--- src/rtl/core/tsop_pkg.sv ---
// Shared types, telnet byte codes and reply-burst tables for the telnet option parser.
package tsop_pkg;

  // Telnet command bytes.
  localparam logic [7:0] TN_IAC  = 8'd255;
  localparam logic [7:0] TN_DONT = 8'd254;
  localparam logic [7:0] TN_DO   = 8'd253;
  localparam logic [7:0] TN_WONT = 8'd252;
  localparam logic [7:0] TN_WILL = 8'd251;
  localparam logic [7:0] TN_SB   = 8'd250;
  localparam logic [7:0] TN_SE   = 8'd240;
  localparam logic [7:0] TN_NOP_LO = 8'd240;
  localparam logic [7:0] TN_NOP_HI = 8'd249;
  localparam logic [7:0] TN_SB_SEND = 8'd1;

  // Option numbers.
  localparam logic [7:0] OPT_ECHO     = 8'd1;
  localparam logic [7:0] OPT_SGA      = 8'd3;
  localparam logic [7:0] OPT_TTYPE    = 8'd24;
  localparam logic [7:0] OPT_TSPEED   = 8'd32;
  localparam logic [7:0] OPT_LINEMODE = 8'd34;
  localparam logic [7:0] OPT_MCCP2    = 8'd86;
  localparam logic [7:0] OPT_MCCP3    = 8'd87;
  localparam logic [7:0] OPT_MAX      = 8'd140;

  // Characters of the speed report text.
  localparam logic [7:0] CH_ZERO  = 8'd48;
  localparam logic [7:0] CH_NINE  = 8'd57;
  localparam logic [7:0] CH_COMMA = 8'd44;
  localparam logic [7:0] CH_NUL   = 8'd0;

  // Result kinds.
  localparam logic [1:0] KIND_STATUS = 2'd0;
  localparam logic [1:0] KIND_CHAR   = 2'd1;
  localparam logic [1:0] KIND_REPLY  = 2'd2;

  // Flag bit positions.
  localparam int FLAG_ECHO  = 0;
  localparam int FLAG_SGA   = 1;
  localparam int FLAG_MCCP2 = 2;
  localparam int FLAG_MCCP3 = 3;

  // Burst codes carried from the parser to the emitter.
  localparam logic [2:0] BURST_STATUS  = 3'd0;
  localparam logic [2:0] BURST_CHAR    = 3'd1;
  localparam logic [2:0] BURST_PRE     = 3'd2;
  localparam logic [2:0] BURST_SUBSEND = 3'd3;
  localparam logic [2:0] BURST_SUB86   = 3'd4;
  localparam logic [2:0] BURST_REFUSE  = 3'd5;

  localparam int QUEUE_DEPTH = 4;

  typedef logic [4:0] step_t;

  typedef struct packed {
    logic [2:0]  burst;
    logic [7:0]  data;
    logic [7:0]  aux;
    logic        in_command;
    logic        error;
    logic [3:0]  flags;
    logic [15:0] tx_speed;
    logic [15:0] rx_speed;
  } job_t;

  // Index of the final beat of each burst.
  function automatic step_t burst_last(input logic [2:0] burst);
    step_t n;
    case (burst)
      BURST_PRE:     n = 5'd17;
      BURST_SUBSEND: n = 5'd5;
      BURST_SUB86:   n = 5'd4;
      BURST_REFUSE:  n = 5'd2;
      default:       n = 5'd0;
    endcase
    return n;
  endfunction

  function automatic logic [7:0] preamble_byte(input step_t step);
    logic [7:0] b;
    case (step)
      5'd0, 5'd3, 5'd6, 5'd9, 5'd12, 5'd15: b = TN_IAC;
      5'd1, 5'd4:   b = TN_DO;
      5'd2:         b = OPT_TSPEED;
      5'd5:         b = OPT_TTYPE;
      5'd7, 5'd10:  b = TN_WONT;
      5'd8:         b = OPT_ECHO;
      5'd11:        b = OPT_SGA;
      5'd13, 5'd16: b = TN_WILL;
      5'd14:        b = OPT_MCCP2;
      5'd17:        b = OPT_MCCP3;
      default:      b = 8'd0;
    endcase
    return b;
  endfunction

  function automatic logic [7:0] burst_byte(input logic [2:0] burst, input logic [7:0] data,
                                            input logic [7:0] aux, input step_t step);
    logic [7:0] b;
    b = 8'd0;
    case (burst)
      BURST_CHAR: b = data;
      BURST_PRE:  b = preamble_byte(step);
      BURST_SUBSEND: begin
        case (step)
          5'd0:    b = TN_IAC;
          5'd1:    b = TN_SB;
          5'd2:    b = data;
          5'd3:    b = TN_SB_SEND;
          5'd4:    b = TN_IAC;
          default: b = TN_SE;
        endcase
      end
      BURST_SUB86: begin
        case (step)
          5'd0:    b = TN_IAC;
          5'd1:    b = TN_SB;
          5'd2:    b = data;
          5'd3:    b = TN_IAC;
          default: b = TN_SE;
        endcase
      end
      BURST_REFUSE: begin
        case (step)
          5'd0:    b = TN_IAC;
          5'd1:    b = aux;
          default: b = data;
        endcase
      end
      default: b = 8'd0;
    endcase
    return b;
  endfunction

  function automatic logic [1:0] burst_kind(input logic [2:0] burst);
    logic [1:0] k;
    case (burst)
      BURST_STATUS: k = KIND_STATUS;
      BURST_CHAR:   k = KIND_CHAR;
      default:      k = KIND_REPLY;
    endcase
    return k;
  endfunction

endpackage

--- src/rtl/core/telnet_stream_option_parser_top.sv ---
// Top level of the telnet option parser: parser front end, job queue and beat emitter.
// An accepted beat's job passes the queue and is then loaded into the output register that
// raises m_tvalid with the job's first result beat.
// Throughput: one input beat per cycle while the queue has room; each input yields 1 to 18
// result beats, one per cycle while m_tready allows, so the emitter rate sets the sustained pace.
// Reset (rst, synchronous, active high) returns the parser to plain input, clears flags,
// speeds and the queue, and drops m_tvalid.
module telnet_stream_option_parser_top #(
  parameter int SUB_LIMIT    = 64,
  parameter int SPEED_WINDOW = 41
) (
  input  logic        clk,
  input  logic        rst,
  // Input beats.
  input  logic        s_tvalid,
  output logic        s_tready,
  input  logic [15:0] s_tdata,   // rx_byte[7:0], line_buffer_full[8], zero padding [15:9]
  input  logic        s_tuser,   // cmd: 0 received byte, 1 connection start
  // Result beats.
  output logic        m_tvalid,
  input  logic        m_tready,
  output logic [47:0] m_tdata,   // out_byte[7:0], in_command[8], error[9], echo_on[10],
                                 // sga_on[11], mccp2_on[12], mccp3_on[13], tx_speed[29:14],
                                 // rx_speed[45:30], zero padding [47:46]
  output logic [1:0]  m_tuser,   // kind: 0 status, 1 character, 2 reply byte
  output logic        m_tlast    // last result beat caused by one input beat
);
  import tsop_pkg::*;

  logic accept;
  logic q_full;
  logic q_empty;
  logic q_pop;
  job_t new_job;
  job_t head_job;

  // The front end advances its state only on an accepted beat; the queue absorbs bursts
  // so the parser keeps taking bytes while the emitter is still sending a reply.
  assign s_tready = !q_full;
  assign accept   = s_tvalid && s_tready;

  tsop_front #(
    .SUB_LIMIT    (SUB_LIMIT),
    .SPEED_WINDOW (SPEED_WINDOW)
  ) u_front (
    .clk              (clk),
    .rst              (rst),
    .accept           (accept),
    .start            (s_tuser),
    .rx_byte          (s_tdata[7:0]),
    .line_buffer_full (s_tdata[8]),
    .job              (new_job)
  );

  tsop_queue u_queue (
    .clk   (clk),
    .rst   (rst),
    .push  (accept),
    .din   (new_job),
    .full  (q_full),
    .pop   (q_pop),
    .dout  (head_job),
    .empty (q_empty)
  );

  // The emitter walks the head job one beat per unstalled cycle and pops it with its last beat.
  tsop_back u_back (
    .clk      (clk),
    .rst      (rst),
    .head     (head_job),
    .empty    (q_empty),
    .pop      (q_pop),
    .m_tvalid (m_tvalid),
    .m_tready (m_tready),
    .m_tdata  (m_tdata),
    .m_tuser  (m_tuser),
    .m_tlast  (m_tlast)
  );

endmodule

--- src/rtl/core/tsop_front.sv ---
// Front end: telnet parser state machine that turns each accepted beat into one burst job.
module tsop_front #(
  parameter int SUB_LIMIT    = 64,
  parameter int SPEED_WINDOW = 41
) (
  input  logic            clk,
  input  logic            rst,
  input  logic            accept,
  input  logic            start,
  input  logic [7:0]      rx_byte,
  input  logic            line_buffer_full,
  output tsop_pkg::job_t  job
);
  import tsop_pkg::*;

  localparam int CW      = $clog2(SUB_LIMIT + 1);
  localparam int WIN_END = SPEED_WINDOW + 2;

  localparam logic [2:0] ST_INPUT = 3'd0;
  localparam logic [2:0] ST_IAC   = 3'd1;
  localparam logic [2:0] ST_CMD   = 3'd2;
  localparam logic [2:0] ST_SB    = 3'd3;
  localparam logic [2:0] ST_SE    = 3'd4;
  localparam logic [2:0] ST_ERROR = 3'd5;

  logic [2:0]    state, state_next;
  logic [7:0]    prev_byte, prev_byte_next;
  logic [CW-1:0] sub_count, sub_count_next;
  logic [7:0]    sub_option, sub_option_next;
  logic          comma_seen, comma_seen_next;
  logic          window_ended, window_ended_next;
  logic [15:0]   tx_accum, tx_accum_next;
  logic [15:0]   rx_accum, rx_accum_next;
  logic          tx_open, tx_open_next;
  logic          rx_open, rx_open_next;
  logic [3:0]    flags, flags_next;
  logic [15:0]   tx_speed, tx_speed_next;
  logic [15:0]   rx_speed, rx_speed_next;

  logic          is_digit;
  logic          in_window;
  logic [15:0]   digit_val;

  function automatic logic [15:0] add_digit(input logic [15:0] acc, input logic [15:0] d);
    return 16'((acc << 3) + (acc << 1) + d);
  endfunction

  assign is_digit  = (rx_byte >= CH_ZERO) && (rx_byte <= CH_NINE);
  assign digit_val = {8'd0, 8'(rx_byte - CH_ZERO)};
  assign in_window = (32'(sub_count) >= 2) && (32'(sub_count) < WIN_END) && !window_ended;

  always_comb begin
    state_next        = state;
    prev_byte_next    = prev_byte;
    sub_count_next    = sub_count;
    sub_option_next   = sub_option;
    comma_seen_next   = comma_seen;
    window_ended_next = window_ended;
    tx_accum_next     = tx_accum;
    rx_accum_next     = rx_accum;
    tx_open_next      = tx_open;
    rx_open_next      = rx_open;
    flags_next        = flags;
    tx_speed_next     = tx_speed;
    rx_speed_next     = rx_speed;
    job               = '0;
    job.burst         = BURST_STATUS;

    if (start) begin
      job.burst = BURST_PRE;
    end else begin
      prev_byte_next = rx_byte;
      case (state)
        ST_INPUT: begin
          if (rx_byte == TN_IAC) begin
            state_next = ST_IAC;
          end else if (line_buffer_full) begin
            state_next = ST_ERROR;
          end else begin
            job.burst = BURST_CHAR;
            job.data  = rx_byte;
          end
        end
        ST_IAC: begin
          if (rx_byte == TN_SB) begin
            sub_count_next    = '0;
            sub_option_next   = 8'd0;
            comma_seen_next   = 1'b0;
            window_ended_next = 1'b0;
            tx_accum_next     = 16'd0;
            rx_accum_next     = 16'd0;
            tx_open_next      = 1'b1;
            rx_open_next      = 1'b1;
            state_next        = ST_SB;
          end else if (rx_byte inside {[TN_NOP_LO:TN_NOP_HI]}) begin
            state_next = ST_INPUT;
          end else begin
            state_next = ST_CMD;
          end
        end
        ST_SB: begin
          if (rx_byte == TN_IAC) begin
            state_next = ST_SE;
          end else if (32'(sub_count) >= SUB_LIMIT) begin
            state_next = ST_ERROR;
          end else begin
            sub_count_next = CW'(sub_count + 1'b1);
            if (sub_count == '0) begin
              sub_option_next = rx_byte;
            end else if (in_window) begin
              if (rx_byte == CH_NUL) begin
                window_ended_next = 1'b1;
              end else if (!comma_seen) begin
                if (rx_byte == CH_COMMA) begin
                  comma_seen_next = 1'b1;
                  tx_open_next    = 1'b0;
                end else if (tx_open && is_digit) begin
                  tx_accum_next = add_digit(tx_accum, digit_val);
                end else begin
                  tx_open_next = 1'b0;
                end
              end else if (rx_open && is_digit) begin
                rx_accum_next = add_digit(rx_accum, digit_val);
              end else begin
                rx_open_next = 1'b0;
              end
            end
          end
        end
        ST_SE: begin
          if (rx_byte == TN_SE) begin
            if (sub_count != '0) begin
              if (sub_option == OPT_TSPEED && comma_seen) begin
                tx_speed_next = tx_accum;
                rx_speed_next = rx_accum;
              end else if (sub_option == OPT_MCCP3) begin
                flags_next[FLAG_MCCP3] = 1'b1;
              end
            end
            state_next = ST_INPUT;
          end else begin
            state_next = ST_ERROR;
          end
        end
        ST_CMD: begin
          if (rx_byte <= OPT_MAX) begin
            state_next = ST_INPUT;
            case (rx_byte)
              OPT_TSPEED, OPT_TTYPE: begin
                job.burst = BURST_SUBSEND;
                job.data  = rx_byte;
              end
              OPT_MCCP2: begin
                if (prev_byte == TN_DO) begin
                  flags_next[FLAG_MCCP2] = 1'b1;
                  job.burst = BURST_SUB86;
                  job.data  = rx_byte;
                end
              end
              OPT_MCCP3, OPT_LINEMODE: ;
              OPT_ECHO: begin
                if (prev_byte == TN_DO) flags_next[FLAG_ECHO] = 1'b1;
              end
              OPT_SGA: begin
                if (prev_byte == TN_DO) begin
                  flags_next[FLAG_SGA] = 1'b1;
                end else if (prev_byte == TN_DONT) begin
                  flags_next[FLAG_SGA] = 1'b0;
                end
              end
              default: begin
                if (prev_byte == TN_DO || prev_byte == TN_WILL) begin
                  job.burst = BURST_REFUSE;
                  job.data  = rx_byte;
                  job.aux   = (prev_byte == TN_DO) ? TN_WONT : TN_DONT;
                end
              end
            endcase
          end else begin
            state_next = ST_ERROR;
          end
        end
        default: ;
      endcase
    end

    job.in_command = (state_next != ST_INPUT);
    job.error      = (state_next == ST_ERROR);
    job.flags      = flags_next;
    job.tx_speed   = tx_speed_next;
    job.rx_speed   = rx_speed_next;
  end

  always_ff @(posedge clk) begin
    if (rst) begin
      state        <= ST_INPUT;
      prev_byte    <= 8'd0;
      sub_count    <= '0;
      sub_option   <= 8'd0;
      comma_seen   <= 1'b0;
      window_ended <= 1'b0;
      tx_accum     <= 16'd0;
      rx_accum     <= 16'd0;
      tx_open      <= 1'b1;
      rx_open      <= 1'b1;
      flags        <= 4'd0;
      tx_speed     <= 16'd0;
      rx_speed     <= 16'd0;
    end else if (accept) begin
      state        <= state_next;
      prev_byte    <= prev_byte_next;
      sub_count    <= sub_count_next;
      sub_option   <= sub_option_next;
      comma_seen   <= comma_seen_next;
      window_ended <= window_ended_next;
      tx_accum     <= tx_accum_next;
      rx_accum     <= rx_accum_next;
      tx_open      <= tx_open_next;
      rx_open      <= rx_open_next;
      flags        <= flags_next;
      tx_speed     <= tx_speed_next;
      rx_speed     <= rx_speed_next;
    end
  end

endmodule

--- src/rtl/core/tsop_queue.sv ---
// Small job queue between the parser and the beat emitter.
module tsop_queue (
  input  logic           clk,
  input  logic           rst,
  input  logic           push,
  input  tsop_pkg::job_t din,
  output logic           full,
  input  logic           pop,
  output tsop_pkg::job_t dout,
  output logic           empty
);
  import tsop_pkg::*;

  localparam int AW = $clog2(QUEUE_DEPTH);

  job_t          slots [QUEUE_DEPTH];
  logic [AW-1:0] wr_ptr;
  logic [AW-1:0] rd_ptr;
  logic [AW:0]   count;

  assign full  = (32'(count) == QUEUE_DEPTH);
  assign empty = (count == '0);
  assign dout  = slots[rd_ptr];

  always_ff @(posedge clk) begin
    if (push) slots[wr_ptr] <= din;
  end

  always_ff @(posedge clk) begin
    if (rst) begin
      wr_ptr <= '0;
      rd_ptr <= '0;
      count  <= '0;
    end else begin
      if (push) wr_ptr <= AW'(wr_ptr + 1'b1);
      if (pop)  rd_ptr <= AW'(rd_ptr + 1'b1);
      case ({push, pop})
        2'b10:   count <= (AW + 1)'(count + 1'b1);
        2'b01:   count <= (AW + 1)'(count - 1'b1);
        default: count <= count;
      endcase
    end
  end

endmodule

--- src/rtl/core/tsop_back.sv ---
// Back end: expands the job at the queue head into result beats behind an output register.
module tsop_back (
  input  logic           clk,
  input  logic           rst,
  input  tsop_pkg::job_t head,
  input  logic           empty,
  output logic           pop,
  output logic           m_tvalid,
  input  logic           m_tready,
  output logic [47:0]    m_tdata,
  output logic [1:0]     m_tuser,
  output logic           m_tlast
);
  import tsop_pkg::*;

  step_t step;
  logic  load;
  logic  at_end;

  assign load   = !empty && (!m_tvalid || m_tready);
  assign at_end = (step == burst_last(head.burst));
  assign pop    = load && at_end;

  always_ff @(posedge clk) begin
    if (rst) begin
      m_tvalid <= 1'b0;
      step     <= '0;
    end else begin
      if (load) begin
        m_tvalid <= 1'b1;
        step     <= at_end ? '0 : 5'(step + 1'b1);
      end else if (m_tready) begin
        m_tvalid <= 1'b0;
      end
    end
  end

  always_ff @(posedge clk) begin
    if (load) begin
      m_tuser <= burst_kind(head.burst);
      m_tlast <= at_end;
      m_tdata <= {2'b00, head.rx_speed, head.tx_speed, head.flags, head.error,
                  head.in_command, burst_byte(head.burst, head.data, head.aux, step)};
    end
  end

endmodule

--- config.mk ---
export PLATFORM = sky130hd
export DESIGN_NAME = telnet_stream_option_parser_top
export DESIGN_NICKNAME = d
export VERILOG_FILES = /design/src/rtl/core/tsop_pkg.sv /design/src/rtl/core/telnet_stream_option_parser_top.sv /design/src/rtl/core/tsop_front.sv /design/src/rtl/core/tsop_queue.sv /design/src/rtl/core/tsop_back.sv
export SDC_FILE = /design/constraint.sdc
export NUM_CORES = 1
export LEC_CHECK = 0
export ABC_AREA = 1
export BUFFER_PORTS_ARGS = -buffer_cell sky130_fd_sc_hd__buf_2
export CAP_MARGIN = 15
export CORE_ASPECT_RATIO = 0.9
export CORE_MARGIN = 5
export CORE_UTILIZATION = 45
export DETAILED_ROUTE_END_ITERATION = 6
export PLACE_DENSITY = 0.59
export SYNTH_ARGS = -nofsm -noshare
export SYNTH_HDL_FRONTEND = slang
export SYNTH_SLANG_ARGS = --single-unit
--- constraint.sdc ---
create_clock -name clk -period 8.8 [get_ports clk]
set_clock_uncertainty 0.05 [all_clocks]
set_input_delay 0.88 -clock clk [delete_from_list [all_inputs] [get_ports clk]]
set_output_delay 0.88 -clock clk [all_outputs]
set_load 0.02 [all_outputs]
=== After elaboration in Yosys (flattened, before gate mapping) ===
Memory sizes are Yosys's and may differ from the RTL's. A register that Yosys moved wholly into a read port is not among the register bits.
Cells that the tools add are included.

* Register bits after elaboration: 160
* RAM bits: 228
* Bits in read-only memories: 256
* Output and inout bits: 53
* Word-level logic and storage cells: 256
* Memories kept: 2

{| class="wikitable"
|+ Memories
! memory !! depth !! bits a word !! read ports !! clocked after memory_dff !! wr ports !! line !! RTL
|-
| (no name shown) || 32 || 8 || 1 || 1 || 0 || tsop_pkg.sv:81 || <nowiki>case (step)</nowiki>
|-
| u_queue.slots || 4 || 57 || 1 || 1 || 1 || tsop_queue.sv:16 || <nowiki>job_t slots [QUEUE_DEPTH];</nowiki>
|}

* Add/subtract/negate cells: 11
* Magnitude comparators: 8
* Equality and inequality tests: 49
* Multiplexer cells: 123
* Bitwise operators: 1
* Reduce and logical (&&, ||, !) cells: 41

{| class="wikitable"
|+ Operators by type and width
! cell !! number
|-
| 2-to-1 mux 16 bit || 27
|-
| one-hot mux 16 bit (2 select lines) || 2
|-
| == test 8 bit, second input constant || 6
|-
| 2-to-1 mux 8 bit || 6
|-
| 2-to-1 mux 1 bit || 45
|-
| one-hot mux 8 bit (5 select lines) || 1
|-
| 2-to-1 mux 19 bit || 2
|-
| 2-to-1 mux 3 bit || 11
|-
| one-hot mux 11 bit (3 select lines) || 1
|-
| AND reduction 11 bit || 3
|-
| adder 16 bit || 2
|-
| adder 16 x 8 -> 16 bit || 2
|-
| == test 8 x 6 -> 1 bit, second input constant || 4
|-
| one-hot mux 8 bit (2 select lines) || 2
|-
| one-hot mux 8 bit (4 select lines) || 1
|-
| == test 8 x 7 -> 1 bit, second input constant || 3
|-
| one-hot mux 8 bit (3 select lines) || 1
|-
| 2-to-1 mux 11 bit || 2
|-
| one-hot mux 11 bit (2 select lines) || 1
|-
| 2-to-1 mux 7 bit || 3
|-
| one-hot mux 5 bit (4 select lines) || 1
|-
| AND reduction 9 bit || 2
|-
| less-or-equal comparator 8 bit, second input constant || 2
|-
| == test 3 bit, second input constant || 5
|-
| other kinds (53) || 98
|}

=== Logic depth before layout (Yosys ltp) ===
* Word-level depth: 12
* Gate-level depth with buffers: 21

=== By module ===
From an unflattened synthesis, not the netlist that was laid out.

* Cells, all modules: 2085
* Area, all modules: 19369.8 µm²

{| class="wikitable"
|+ Modules (own cells, without submodules)
! module !! instances !! cells each !! area each (µm²)
|-
| tsop_queue || 1 || 609 || 8881.0
|-
| tsop_front || 1 || 1185 || 7553.5
|-
| tsop_back || 1 || 288 || 2921.6
|-
| telnet_stream_option_parser_top || 1 || 3 || 13.8
|}

=== Least setup slack after synthesis ===
OpenSTA, ideal clock, no wires.

* Kind: in2reg
* From: input port s_tvalid
* To: memory u_queue.slots[0][0] (netlist bit), enable pin
* Library setup time: 0.460 ns
* Arrival time: 3.512 ns
* Required time: 8.290 ns
* Path slack: 4.778 ns
* Stages on the path: 4
* Cells stage by stage: nand2_1 clkbuf_1 buf_1 nor2_1

* Cells in the longest elaborated chain, start to end: 3

{| class="wikitable"
|+ Ends and longest elaborated chain
! item !! line !! RTL
|-
| from (decl) || telnet_stream_option_parser_top.sv:15 || <nowiki>input logic s_tvalid,</nowiki>
|-
| logical AND 1 bit || telnet_stream_option_parser_top.sv:40 || <nowiki>assign accept = s_tvalid && s_tready;</nowiki>
|-
| 2-to-1 mux 1 bit || tsop_queue.sv:26 || <nowiki>if (push) slots[wr_ptr] <= din;</nowiki>
|-
| 2-to-1 mux 1 bit (not written as such) || tsop_queue.sv:26 ||
|-
| to (decl) || tsop_queue.sv:16 ||
|}

No other way between the ends.

==> qor.json <==
{
  "status": {"value": "finished, final reports clean"},
  "route.vias.total": {"value": 12725},
  "critical_path_end": {"value": "u_queue.count[2]"},
  "post-route-period-util": {"value": 53.37, "unit": "%"},
  "syn2layout_area_growth": {"value": 11.54, "unit": "%"},
  "final.fill_count": {"value": 3602},
  "critPathRequiredTime": {"value": 9.18, "unit": "ns"},
  "intPower": {"value": 3.762, "unit": "mW"},
  "1st_pass_router_iterations": {"value": 5},
  "totalNegativeSetupSlack": {"value": 0, "unit": "ns"},
  "root_buffer": {"value": "sky130_fd_sc_hd__clkbuf_16"},
  "timing.critical_path.slowest_cell_delay": {"value": 0.69, "unit": "ns"},
  "final.min_clock_period": {"value": 4.697, "unit": "ns"},
  "switching_share": {"value": 33.37, "unit": "%"},
  "detail-route-antenna-nets": {"value": 0},
  "relSlewSlack": {"value": 33.14, "unit": "%"},
  "crit-reg2reg-capture": {"value": "u_queue.count[2]"},
  "first_global_vias": {"value": 12240},
  "worstSetupEndpointType": {"value": "flip-flop"},
  "power.leakage": {"value": 8.033, "unit": "nW"},
  "worst_path_most_repeated_cell": {"value": "sky130_fd_sc_hd__nand2_1"},
  "post_layout_instance_area": {"value": 19850, "unit": "µm²"},
  "path_max_fanout": {"value": 69},
  "half_perimeter_wire_length_after_detailed_placement": {"value": 25.76, "unit": "mm"},
  "cts_made_buffers": {"value": 41},
  "post_route_cells_drive_above_1_share": {"value": 12.76, "unit": "%"},
  "power.sequential.fraction": {"value": 42.3, "unit": "%"},
  "clk_pin_slew": {"value": 0.06, "unit": "ns"},
  "synth_top_area_share": {"value": 42.69, "unit": "%"},
  "asyncSetResetFlopFracSynth": {"value": 0, "unit": "%"},
  "regArea": {"value": 10020, "unit": "µm²"},
  "hold_violations": {"value": 0},
  "regToRegSetupSlack": {"value": 4.10, "unit": "ns"},
  "grt_first_pass_wirelength": {"value": 65.18, "unit": "mm"},
  "maxClockFrequency": {"value": 212.9, "unit": "MHz"},
  "yosys_warnings": {"value": 0},
  "detailed_place.area": {"value": 18530, "unit": "µm²"},
  "dieHeight": {"value": 198.7, "unit": "µm"},
  "rsz_0062_raised_after_global_routing": {"value": "false"},
  "routedWlPerCell": {"value": 16.50, "unit": "µm"},
  "drv_cap": {"value": 0},
  "grt_start_max_net_pins": {"value": 80},
  "yosys_register_bits": {"value": 374},
  "globalplace.congestion": {"value": 0.8459},
  "die_area": {"value": 43630, "unit": "µm²"},
  "comb_power_share": {"value": 27.8, "unit": "%"},
  "synth_largest_area_cell": {"value": "sky130_fd_sc_hd__edfxtp_1"},
  "synth.yosys.seq_area_share": {"value": 56.30, "unit": "%"},
  "core": {"value": 39280, "unit": "µm²"},
  "synth.cell_area": {"value": 17800, "unit": "µm²"},
  "p_switching": {"value": 1.884, "unit": "mW"},
  "cts_buffer_depth": {"value": 3},
  "resized_gates_after_cts": {"value": 0},
  "yosys.cell_types.count": {"value": 58},
  "final-setup-viol-count": {"value": 0},
  "worstHoldPathType": {"value": "flip-flop to flip-flop"},
  "grt-ovfl-total": {"value": 0},
  "cp_cell_sequence": {"value": "buf_4 > inv_2 > buf_4 > nand2_1 > nand2_1 > nand2_1 > nand2_1 > nand3_2 > clkinv_1 > nand2_1 > nand2_1 > nand4_2 > inv_1 > ha_1 > inv_1 > fa_1 > a21oi_1 > o21ai_0 > o21ai_0 > a21oi_1"},
  "hold_buffers": {"value": 0},
  "post_synth_main_area_contributors": {"value": "sky130_fd_sc_hd__edfxtp_1 (43%), sky130_fd_sc_hd__dfxtp_1 (14%), sky130_fd_sc_hd__nand2_1 (5.2%)"},
  "crit_arrival": {"value": 5.08, "unit": "ns"},
  "tightestPinTransition": {"value": 1.003, "unit": "ns"},
  "synth_edf_count": {"value": 253},
  "initial_standard_cell_utilization_of_the_core": {"value": 45.31, "unit": "%"},
  "drt_iter0_markers": {"value": 1008},
  "grt_use_total": {"value": 18.71, "unit": "%"},
  "chipWidth": {"value": 219.6, "unit": "µm"},
  "routed_wirelength": {"value": 40.07, "unit": "mm"},
  "vdd_ir_drop_max": {"value": 0.1751, "unit": "mV"},
  "synthesis.area_per_instance": {"value": 9.801, "unit": "µm²"},
  "n_antenna_cell": {"value": 0},
  "cts_setup_buffers": {"value": 0},
  "core.rowCount": {"value": 69},
  "ys.flop_type": {"value": "sky130_fd_sc_hd__edfxtp_1"},
  "syn-instance-count": {"value": 1816},
  "tritoncts": {"value": "done"},
  "final_net_count": {"value": 1962},
  "route.detailed.drc": {"value": 0},
  "cts_num_sinks": {"value": 374},
  "clk_latency": {"value": 0.55, "unit": "ns"},
  "worst-r2r-cell-count": {"value": 20},
  "cellPowerDensity": {"value": 284.4, "unit": "nW/µm²"},
  "area_used_by_multi_input_combinational_logic": {"value": 6650, "unit": "µm²"},
  "cts.htree.levels": {"value": 2},
  "critPathSlowestCell": {"value": "sky130_fd_sc_hd__buf_4"},
  "post_drt_via_cell_ratio": {"value": 5.241},
  "finalMaxSlewViolations": {"value": 0},
  "boundaryPins": {"value": 74},
  "worst_setup_path_start_kind": {"value": "flip-flop"},
  "io_buffers": {"value": 64},
  "worstSetupPathType": {"value": "flip-flop to flip-flop"},
  "antenna_violations_before_repair": {"value": 0},
  "clock_network_power_share": {"value": 29.9, "unit": "%"}
}
-- worst max-delay path, delay by kind of cell (launching register included) --
| kind | cells | cell delay [ns] |
|---|---|---|
| DFF | 1 | 0.31 |
| AOI/OAI and AO/OA | 4 | 0.47 |
| adders and majority gates | 2 | 0.59 |
| buffers and inverters | 6 | 1.96 |
| and+or+nand+nor | 8 | 1.12 |
-- logic make-up (layout without fill, tap and decap cells) --
family | Yosys count | after routing | share of synthesized area, %
compound gates | 384 | 384 | 11.94
xor+xnor | 19 | 19 | 0.9350
fa+ha+maj | 77 | 77 | 5.961
buf+inv | 277 | 356 | 6.545
flops | 374 | 374 | 56.30
mux | 16 | 16 | 1.350
other cells | 1 | 2 | 0.02107
simple gates | 668 | 668 | 16.95
-- cells in the final DEF, fill, tap and decap left out, drive strengths merged, types with 4 or more instances in the layout --
| cell | count |
|---|---|
| dfxtp | 121 |
| a31oi | 5 |
| nand2 | 264 |
| nor4 | 5 |
| nand4 | 20 |
| or2 | 15 |
| clkinv | 9 |
| o22ai | 41 |
| edfxtp | 253 |
| inv | 203 |
| o2111ai | 4 |
| bufinv | 4 |
| mux2 | 16 |
| nor2 | 241 |
| o21ai | 190 |
| fa | 13 |
| buf | 78 |
| a21oi | 113 |
| xnor2 | 5 |
| nand3 | 86 |
| a211oi | 4 |
| nor3 | 32 |
| ha | 64 |
| clkbuf | 60 |
| xor2 | 14 |
-- layout make-up --
| class | instances | share of cell area (%) |
|---|---|---|
| clock buffers | 60 | 5.729 |
| clock inverters | 15 | 0.9580 |
| inverters | 203 | 3.844 |
| multi-input cells | 1166 | 33.50 |
| flip-flops and latches | 374 | 50.48 |
| well taps | 532 | 3.353 |
| repair buffers | 78 | 2.143 |
-- Yosys cell counts (3+ instances only) --
cell type / count
sky130_fd_sc_hd__edfxtp_1: 253
sky130_fd_sc_hd__nand2_1: 248
sky130_fd_sc_hd__nor2_1: 232
sky130_fd_sc_hd__inv_1: 189
sky130_fd_sc_hd__o21ai_0: 140
sky130_fd_sc_hd__dfxtp_1: 121
sky130_fd_sc_hd__a21oi_1: 112
sky130_fd_sc_hd__nand3_1: 69
sky130_fd_sc_hd__ha_1: 64
sky130_fd_sc_hd__o21ai_1: 45
sky130_fd_sc_hd__clkbuf_1: 41
sky130_fd_sc_hd__o22ai_1: 41
sky130_fd_sc_hd__nor3_1: 30
sky130_fd_sc_hd__mux2_4: 16
sky130_fd_sc_hd__nand4_1: 16
sky130_fd_sc_hd__nand3_2: 15
sky130_fd_sc_hd__or2_2: 15
sky130_fd_sc_hd__xor2_1: 14
sky130_fd_sc_hd__fa_1: 13
sky130_fd_sc_hd__buf_6: 12
sky130_fd_sc_hd__inv_2: 12
sky130_fd_sc_hd__nand2_2: 11
sky130_fd_sc_hd__buf_2: 9
sky130_fd_sc_hd__buf_1: 6
sky130_fd_sc_hd__buf_4: 6
sky130_fd_sc_hd__nor2_2: 6
sky130_fd_sc_hd__nand2_4: 5
sky130_fd_sc_hd__nor4_1: 5
sky130_fd_sc_hd__o21ai_2: 5
sky130_fd_sc_hd__xnor2_1: 5
sky130_fd_sc_hd__a211oi_1: 4
sky130_fd_sc_hd__a31oi_1: 4
sky130_fd_sc_hd__nand4_2: 4
sky130_fd_sc_hd__o2111ai_1: 4
sky130_fd_sc_hd__a21o_1: 3
sky130_fd_sc_hd__a221oi_1: 3
sky130_fd_sc_hd__a22oi_1: 3
sky130_fd_sc_hd__nand3b_1: 3
sky130_fd_sc_hd__nor2_4: 3
sky130_fd_sc_hd__o211ai_1: 3
sky130_fd_sc_hd__o21bai_1: 3
sky130_fd_sc_hd__o31ai_1: 3
-- power by group through the flow --
stage | logic [mW] | clock network (mW) | registers (mW)
global route | 1.76 | 1.81 | 2.41
detailed placement | 1.59 | 0 | 2.42
CTS | 1.59 | 1.73 | 2.39
finish | 1.57 | 1.69 | 2.39
global placement | 1.57 | 0 | 2.41
floorplan | 0.961 | 0 | 2.59
-- per-stage QoR --
step                      total power [mW]  hold slack (ns)  util, %  worst slack (ns)  std cells
after global routing                 5.981           0.4209    50.54             3.602       2428
final                                5.646           0.3944    50.54             4.103       2428
after detailed placement             4.012           0.3845    47.16             4.117       2353
after floorplan                      3.552           0.3689        -             4.778       1817
after CTS                            5.714           0.3972    50.54             4.088       2428
after global placement               3.980           0.3938    47.16             4.143       2353
-- metal layers --
layer | GRT usage (%) | vias to the layer above | part of all wire (%)
li1 | - | 6326 | -
met1 | 27.37 | 6093 | 49
met2 | 29.19 | 249 | 44
met3 | 2.678 | 57 | 4.4
met4 | 5.639 | 0 | 2.0
met5 | 0 | - | 0
-- flip-flops by register name, indices dropped and copies added, names as in the netlist, 2 cells and up, named ones only --
signal / flops
u_back.m_tdata: 46
u_back.m_tuser: 2
u_back.step: 5
u_front.flags: 4
u_front.prev_byte: 8
u_front.rx_accum: 16
u_front.rx_speed: 16
u_front.state: 3
u_front.sub_count: 7
u_front.sub_option: 8
u_front.tx_accum: 16
u_front.tx_speed: 16
u_queue.count: 3
u_queue.rd_ptr: 2
u_queue.slots: 204
u_queue.wr_ptr: 2
-- worst min-delay path by stage --
| stage | start | to | slack (ns) | cells after the start |
|---|---|---|---|---|
| floorplan | u_front.rx_open | u_front.rx_open | 0.37 | 2 |
| global placement | u_front.rx_open | u_front.rx_open | 0.39 | 2 |
| detailed placement | u_front.rx_open | u_front.rx_open | 0.38 | 2 |
| CTS | u_front.rx_open | u_front.rx_open | 0.40 | 2 |
| global route | u_front.rx_open | u_front.rx_open | 0.42 | 2 |
| finish | u_front.rx_open | u_front.rx_open | 0.39 | 2 |
Note: power is estimated with default switching activity, not from simulation.
